File: src/hdl/spq_pkg.sv
`timescale 1ns / 1ps
// shared types and codes for the sorted priority queue
// no dependencies

package spq_pkg;

  localparam logic KIND_INSERT = 1'b0;
  localparam logic KIND_POP    = 1'b1;

  localparam logic [1:0] STATUS_OK    = 2'd0;
  localparam logic [1:0] STATUS_EMPTY = 2'd1;
  localparam logic [1:0] STATUS_FULL  = 2'd2;

  typedef enum logic [2:0] {
    ST_IDLE,
    ST_INS_RD,
    ST_INS_CMP,
    ST_INS_PUT,
    ST_POP_RD
  } state_t;

  typedef struct packed {
    logic load;
    logic rd_prev;
    logic wr_shift;
    logic ins_done;
    logic pop_done;
    logic res_empty;
    logic res_full;
  } cmd_t;

  typedef struct packed {
    logic in_ins;
    logic empty;
    logic full;
    logic shift;
    logic p_one;
  } stat_t;

endpackage

File: src/hdl/sorted_priority_queue.sv
`timescale 1ns / 1ps
// top level of the sorted priority queue: controller plus datapath
// depends on spq_pkg, spq_ctrl, spq_dp
//
//   channel   strobe / hold      fields
//   input     start, busy        in_kind, in_key, in_payload_tag
//   result    out_valid          out_status, out_key, out_tag, out_occupancy
//
// entries sit in a ring memory, largest key at the head
// an insert walks back from the tail over each entry with a smaller key
// full or empty reports come in the cycle after the item; one item in flight at a time
// synchronous reset empties the queue at once; results show for one cycle, no stall

module sorted_priority_queue #(
  parameter int DEPTH    = 16,
  parameter int KEY_BITS = 16
) (
  input  logic        clk,
  input  logic        rst_n,
  input  logic        start,
  output logic        busy,
  input  logic        in_kind,
  input  logic [15:0] in_key,
  input  logic [31:0] in_payload_tag,
  output logic        out_valid,
  output logic [1:0]  out_status,
  output logic [15:0] out_key,
  output logic [31:0] out_tag,
  output logic [4:0]  out_occupancy
);
  import spq_pkg::*;

  cmd_t  cmd;
  stat_t stat;

  spq_ctrl u_ctrl (
    .clk   (clk),
    .rst_n (rst_n),
    .start (start),
    .stat  (stat),
    .cmd   (cmd),
    .busy  (busy)
  );

  spq_dp #(
    .DEPTH    (DEPTH),
    .KEY_BITS (KEY_BITS)
  ) u_dp (
    .clk            (clk),
    .rst_n          (rst_n),
    .in_kind        (in_kind),
    .in_key         (in_key),
    .in_payload_tag (in_payload_tag),
    .cmd            (cmd),
    .stat           (stat),
    .out_valid      (out_valid),
    .out_status     (out_status),
    .out_key        (out_key),
    .out_tag        (out_tag),
    .out_occupancy  (out_occupancy)
  );

endmodule

File: src/hdl/spq_ctrl.sv
`timescale 1ns / 1ps
// controller state machine for the sorted priority queue
// depends on spq_pkg

module spq_ctrl (
  input  logic          clk,
  input  logic          rst_n,
  input  logic          start,
  input  spq_pkg::stat_t stat,
  output spq_pkg::cmd_t  cmd,
  output logic          busy
);
  import spq_pkg::*;

  state_t state_r;
  state_t state_nxt;

  always_ff @(posedge clk) begin
    if (!rst_n) begin
      state_r <= ST_IDLE;
    end else begin
      state_r <= state_nxt;
    end
  end

  always_comb begin
    state_nxt = state_r;
    unique case (state_r)
      ST_IDLE: begin
        if (start) begin
          if (stat.in_ins) begin
            if (stat.full) begin
              state_nxt = ST_IDLE;
            end else if (stat.empty) begin
              state_nxt = ST_INS_PUT;
            end else begin
              state_nxt = ST_INS_RD;
            end
          end else if (!stat.empty) begin
            state_nxt = ST_POP_RD;
          end
        end
      end
      ST_INS_RD: begin
        state_nxt = ST_INS_CMP;
      end
      ST_INS_CMP: begin
        if (stat.shift) begin
          state_nxt = stat.p_one ? ST_INS_PUT : ST_INS_RD;
        end else begin
          state_nxt = ST_IDLE;
        end
      end
      ST_INS_PUT: begin
        state_nxt = ST_IDLE;
      end
      ST_POP_RD: begin
        state_nxt = ST_IDLE;
      end
      default: begin
        state_nxt = ST_IDLE;
      end
    endcase
  end

  always_comb begin
    cmd  = '0;
    busy = 1'b1;
    unique case (state_r)
      ST_IDLE: begin
        busy = 1'b0;
        if (start) begin
          cmd.load      = 1'b1;
          cmd.res_full  = stat.in_ins && stat.full;
          cmd.res_empty = !stat.in_ins && stat.empty;
        end
      end
      ST_INS_RD: begin
        cmd.rd_prev = 1'b1;
      end
      ST_INS_CMP: begin
        cmd.wr_shift = stat.shift;
        cmd.ins_done = !stat.shift;
      end
      ST_INS_PUT: begin
        cmd.ins_done = 1'b1;
      end
      ST_POP_RD: begin
        cmd.pop_done = 1'b1;
      end
      default: begin
        busy = 1'b1;
      end
    endcase
  end

endmodule

File: src/hdl/spq_dp.sv
`timescale 1ns / 1ps
// datapath for the sorted priority queue: entry memory, ring pointers, result registers
// depends on spq_pkg

module spq_dp #(
  parameter int DEPTH    = 16,
  parameter int KEY_BITS = 16
) (
  input  logic          clk,
  input  logic          rst_n,
  input  logic          in_kind,
  input  logic [15:0]   in_key,
  input  logic [31:0]   in_payload_tag,
  input  spq_pkg::cmd_t  cmd,
  output spq_pkg::stat_t stat,
  output logic          out_valid,
  output logic [1:0]    out_status,
  output logic [15:0]   out_key,
  output logic [31:0]   out_tag,
  output logic [4:0]    out_occupancy
);
  import spq_pkg::*;

  localparam int AW = (DEPTH > 1) ? $clog2(DEPTH) : 1;
  localparam int CW = $clog2(DEPTH + 1);
  localparam int SW = AW + 1;
  localparam int KW = KEY_BITS;

  logic [KW-1:0] key_mem [DEPTH];
  logic [31:0]   tag_mem [DEPTH];

  logic [AW-1:0] head_r, head_nxt;
  logic [CW-1:0] count_r, count_nxt;
  logic [CW-1:0] p_r, p_nxt;
  logic [KW-1:0] key_r;
  logic [31:0]   tag_r;
  logic [KW-1:0] rd_key_r;
  logic [31:0]   rd_tag_r;

  logic          out_valid_r;
  logic [1:0]    out_status_r;
  logic [15:0]   out_key_r;
  logic [31:0]   out_tag_r;
  logic [4:0]    out_occupancy_r;

  logic [AW-1:0] rd_addr;
  logic [AW-1:0] wr_addr;
  logic          wr_en;
  logic [KW-1:0] wr_key;
  logic [31:0]   wr_tag;
  logic [31:0]   key_in_ext;
  logic [31:0]   key_out_ext;
  logic [31:0]   occ_ext;

  function automatic logic [AW-1:0] phys(input logic [AW-1:0] h, input logic [CW-1:0] p);
    logic [SW-1:0] sum;
    sum = {1'b0, h} + SW'(p);
    if (sum >= SW'(DEPTH)) begin
      sum = sum - SW'(DEPTH);
    end
    return sum[AW-1:0];
  endfunction

  assign key_in_ext  = 32'(in_key);
  assign key_out_ext = 32'(rd_key_r);

  assign rd_addr = cmd.rd_prev ? phys(head_r, p_r - CW'(1)) : head_r;
  assign wr_addr = phys(head_r, p_r);
  assign wr_en   = cmd.wr_shift | cmd.ins_done;
  assign wr_key  = cmd.wr_shift ? rd_key_r : key_r;
  assign wr_tag  = cmd.wr_shift ? rd_tag_r : tag_r;

  always_ff @(posedge clk) begin
    if (wr_en) begin
      key_mem[wr_addr] <= wr_key;
      tag_mem[wr_addr] <= wr_tag;
    end
    rd_key_r <= key_mem[rd_addr];
    rd_tag_r <= tag_mem[rd_addr];
  end

  assign stat.in_ins = (in_kind == KIND_INSERT);
  assign stat.empty  = (count_r == '0);
  assign stat.full   = (count_r == CW'(DEPTH));
  assign stat.shift  = (rd_key_r < key_r);
  assign stat.p_one  = (p_r == CW'(1));

  always_comb begin
    head_nxt  = head_r;
    count_nxt = count_r;
    p_nxt     = p_r;
    if (cmd.load) begin
      p_nxt = count_r;
    end
    if (cmd.wr_shift) begin
      p_nxt = p_r - CW'(1);
    end
    if (cmd.ins_done) begin
      count_nxt = count_r + CW'(1);
    end
    if (cmd.pop_done) begin
      count_nxt = count_r - CW'(1);
      head_nxt  = (head_r == AW'(DEPTH - 1)) ? '0 : head_r + AW'(1);
    end
  end

  assign occ_ext = 32'(count_nxt);

  always_ff @(posedge clk) begin
    if (!rst_n) begin
      head_r      <= '0;
      count_r     <= '0;
      p_r         <= '0;
      out_valid_r <= 1'b0;
    end else begin
      head_r      <= head_nxt;
      count_r     <= count_nxt;
      p_r         <= p_nxt;
      out_valid_r <= cmd.ins_done | cmd.pop_done | cmd.res_empty | cmd.res_full;
    end
  end

  always_ff @(posedge clk) begin
    if (cmd.load) begin
      key_r <= key_in_ext[KW-1:0];
      tag_r <= in_payload_tag;
    end
    out_occupancy_r <= occ_ext[4:0];
    if (cmd.pop_done) begin
      out_status_r <= STATUS_OK;
      out_key_r    <= key_out_ext[15:0];
      out_tag_r    <= rd_tag_r;
    end else begin
      out_key_r <= '0;
      out_tag_r <= '0;
      if (cmd.res_empty) begin
        out_status_r <= STATUS_EMPTY;
      end else if (cmd.res_full) begin
        out_status_r <= STATUS_FULL;
      end else begin
        out_status_r <= STATUS_OK;
      end
    end
  end

  assign out_valid     = out_valid_r;
  assign out_status    = out_status_r;
  assign out_key       = out_key_r;
  assign out_tag       = out_tag_r;
  assign out_occupancy = out_occupancy_r;

endmodule

File: config.mk
export PLATFORM = sky130hd
export DESIGN_NAME = sorted_priority_queue
export DESIGN_NICKNAME = d
export VERILOG_FILES = /design/src/hdl/spq_pkg.sv /design/src/hdl/sorted_priority_queue.sv /design/src/hdl/spq_ctrl.sv /design/src/hdl/spq_dp.sv
export SDC_FILE = /design/constraint.sdc
export NUM_CORES = 1
export LEC_CHECK = 0
export BUFFER_PORTS_ARGS = -buffer_cell sky130_fd_sc_hd__buf_2
export CAP_MARGIN = 20
export CORE_MARGIN = 1.5
export CORE_UTILIZATION = 29
export DETAILED_ROUTE_END_ITERATION = 7
export PLACE_DENSITY_LB_ADDON = 0.3
export SYNTH_ARGS = -nofsm -noshare
export SYNTH_HDL_FRONTEND = slang
export SYNTH_SLANG_ARGS = --single-unit
File: constraint.sdc
create_clock -name clk -period 5.3 [get_ports clk]
set_input_delay 0.265 -clock clk [delete_from_list [all_inputs] [get_ports clk]]
set_output_delay 0.265 -clock clk [all_outputs]
set_load 0.01 [all_outputs]
==> reports/qor.csv <==
stage,metric,value,unit
yosys,total of flip-flops plus latches after synthesis,937,
sta,Slew Limit Fails,0,
final_layout,diodes inserted,0,
final_layout,area grow syn2layout,17.7,%
final_layout,fraction of layout instances using a drive strength above 1,17.8,%
worst_setup_path,CP Cell Sequence,ha_1 -> inv_1 -> fa_1 -> or3_1 -> nor2_4 -> buf_12,
die,Die Height,354,um
detailed_routing,First-pass DRT Iterations,5,
sta,final count of negative-setup-slack endpoints,0,
yosys,synthesized area per cell,17.1,um^2
sta,highest achievable clock rate,0.276,GHz
clock_network,clk root buf,clkbuf_16,
detailed_routing,Total Wirelength,91900,um
yosys,ys flop type,edfxtp_1,
yosys,mux share of post-synthesis cell area,11.2,%
worst_setup_path,"slowest stage delay, CP",0.89,ns
global_routing,largest net degree at the start of global routing,130,
clock_network,htree depth,3,
yosys,area of the mapped netlist,0.0358,mm^2
yosys,adder-cell share of the synthesized area,1.02,%
status,outcome,completed,
die,io pins,109,
sta,post-route minimum period,3.62,ns
detailed_routing,initial drt markers,1220,
detailed_routing,DRC,0,
die,full die area,0.126,mm^2
yosys,simple logic cell fraction of the synthesized area,4.45,%
final_layout,post-route core utilization,34.5,%
clock_network,total CTS buffers,94,
worst_hold_path,Hold Path Class,input pin to register,
worst_setup_path,worst path required time,5.61,ns
worst_setup_path,worst r2r src,u_dp.head_r[0],
die,core area,0.122,mm^2
worst_setup_path,FF-to-FF path depth,6,
sta,Setup TNS,0,ns
yosys,Synth Warn #,0,
global_routing,GRT Util Overall,14.4,%
die,Initial Util,29.3,%
worst_setup_path,WS Path Type,register to register,
worst_setup_path,crit path from,u_dp.head_r[0],
worst_setup_path,Worst Setup EP,u_dp.tag_mem[7][28],
sta,Hold Fails Final Rpt,0,
pwr,LEAKAGE,15.6,nW
worst_setup_path,crit path capture type,register,
place,routability cong.,0.737,
worst_setup_path,crit-path max FO,31,
worst_setup_path,Worst path slowest cell,nor2_4,
final_layout,"Net count, final",2356,
die,die width,354,um
sta,Worst Tran Pin Value,1.11,ns
sta,Max Clock Skew,0.0252,ns
yosys,cell count after synthesis,2097,
place,DP Worst Slack,1.66,ns
sta,Final Cycle Share,68.3,%
yosys,Synth Area in Compound Gates,5.82,%
clock_network,CTS tree,yes,
detailed_routing,Avg WL per Cell,23.1,um
global_routing,GRT overflow,0,
worst_setup_path,Setup crit start kind,register,
yosys,synthesized netlist net count,2177,
global_routing,vias in the first global route,19700,
job,MaxCap Viol Count,0,
sta,RSZ-0062 raised after global routing,false,
yosys,fraction of the yosys area taken by sequential cells,75.2,%
yosys,asr flop ratio synth,0,%
clock_network,clock insertion delay at the later pin of the skew report,0.66,ns
global_routing,first-pass GRT wire length,133000,um
sta,worst rel slew slack,25.6,%
yosys,Post-synth EDFFs,816,
pwr,Max IR drop VDD,0.260,mV
sta,post-layout worst setup margin,1.68,ns
clock_network,CTS Sinks,937,
detailed_routing,post-DR vias/cell,4.77,
worst_setup_path,Worst R2R End,u_dp.tag_mem[7][28],
yosys,Cell variety after synth,56,
yosys,largest family of logic cells by synthesized area,multiplexers,
worst_setup_path,crit path DAT,3.93,ns
detailed_routing,post-route ant nets,0,
place,port bufs,108,
detailed_routing,Vias,19000,
clock_network,Clock Pin Slew Worst Setup and Hold Paths,0.06,ns
die,Site Rows,128,
worst_setup_path,worst reg2reg setup slack,1.68,ns
clock_network,CTS max path bufs,3,
place,DP HPWL,45000,um
yosys,XOR/XNOR share of the synthesized area,0.367,%
pwr,PD cells,417,mW/mm^2
global_routing,initial antenna violation count,0,
==> cells by family (layout without fill, tap and decap cells) <==
| group | Yosys count | after routing |
|---|---|---|
| XOR/XNOR | 15 | 15 |
| AO/OA/AOI/OAI | 234 | 234 |
| multiplexers | 388 | 388 |
| AND/OR/NAND/NOR | 354 | 354 |
| adder cells (fa/ha/maj) | 28 | 28 |
| flip-flops | 937 | 937 |
| buffers and inverters | 141 | 398 |
==> worst min path at each step <==
stage	start	end	slack (ns)	cells after the start
4_1_cts	start	u_dp.p_r[4]	0.12	4
3_3_place_gp	in_payload_tag[18]	u_dp.tag_r[18]	0.45	1
3_5_place_dp	in_payload_tag[14]	u_dp.tag_r[14]	0.44	1
5_1_grt	start	u_ctrl.state_r[0]	0.21	4
6_report	start	u_dp.p_r[4]	0.15	4
2_1_floorplan	in_kind	u_dp.out_status[1]	0.34	1
==> worst max-delay path: cells and delay by family, from the launching register on <==
family,cells,cell delay [ns]
simple gates,2,1.44
buf+inv,2,0.45
fa+ha+maj,2,0.75
flops,1,0.58
==> power breakdown <==
group / switching [mW] / internal (mW) / leakage, nW
logic: 1.36 / 0.903 / 5.70
registers: 0.201 / 8.52 / 8.36
clock network: 2.80 / 3.79 / 1.52
total: 4.36 / 13.2 / 15.6
==> sequential cells by signal, indices dropped and copies added, names as in the netlist, 3 cells and up <==
signal and flops:
u_dp.tag_mem 512, u_dp.key_mem 256, u_dp.out_tag 32, u_dp.rd_tag_r 32, u_dp.tag_r 32, u_dp.key_r 16
u_dp.out_key 16, u_dp.rd_key_r 16, u_dp.count_r 5, u_dp.out_occupancy 5, u_dp.p_r 5, u_dp.head_r 4
u_ctrl.state_r 3
==> cells in the mapped netlist, drive strengths merged (8+ instances only) <==
cell,count,area (um^2)
nand2,226,848
clkbuf,40,150
mux2,98,1110
nor2,29,114
mux2i,290,2900
a221oi,94,823
inv,24,90.1
ha,26,325
edfxtp,816,24500
xor2,8,70.1
a32o,94,941
a21oi,15,75.1
buf,76,435
dfxtp,121,2420
and2,54,338
nand3,11,55.1
==> area by class of cell <==
cell class	instances	area (um^2)
flip-flops and latches	937	26900
multi-input cells	1019	8370
well taps	1625	2030
clock inverters	47	462
inverters	25	95.1
clock buffers	127	2630
fillers	11500	79900
repair buffers	199	1620
==> layout by cell type (no fill, tap or decap), types with 7 or more instances in the layout <==
master / n
a21oi_1: 15
a221oi_1: 94
a32o_1: 94
and2_1: 52
buf_12: 17
buf_2: 109
buf_4: 20
clkbuf_1: 19
clkbuf_16: 95
clkbuf_8: 13
clkinv_1: 10
clkinv_2: 21
dfxtp_1: 121
dlygate4sd3_1: 50
edfxtp_1: 816
ha_1: 26
inv_1: 24
mux2_2: 96
mux2i_1: 289
nand2_1: 226
nand3_1: 11
nor2_1: 11
nor2_4: 18
xnor2_1: 7
xor2_1: 7
==> per-stage QoR <==
stage	std cells	hold WS, ns	total power [mW]	area [um^2]
detailed placement	3754	0.443	11.1	38500
global placement	3750	0.446	11.1	38400
CTS	3978	0.118	17.8	42100
floorplan	2097	0.341	10.3	35800
finish	3979	0.154	17.6	42100
global route	3979	0.210	18.2	42100
==> routing by layer <==
metal / global-route usage, % / wire length (um)
met5: 0 / 0
met4: 4.25 / 2040
met3: 2.01 / 3540
met2: 25.1 / 46300
met1: 18.4 / 40000
==> repair_timing <==
item / CTS / global route
endpoints found under the setup margin: 0 / 0
buffers inserted: 0 / 0
hold buffers: 50 / 0
hold endpoints to repair: 56 / 0
resized for setup: 0 / 0
Note: power is estimated with default switching activity, not from simulation.
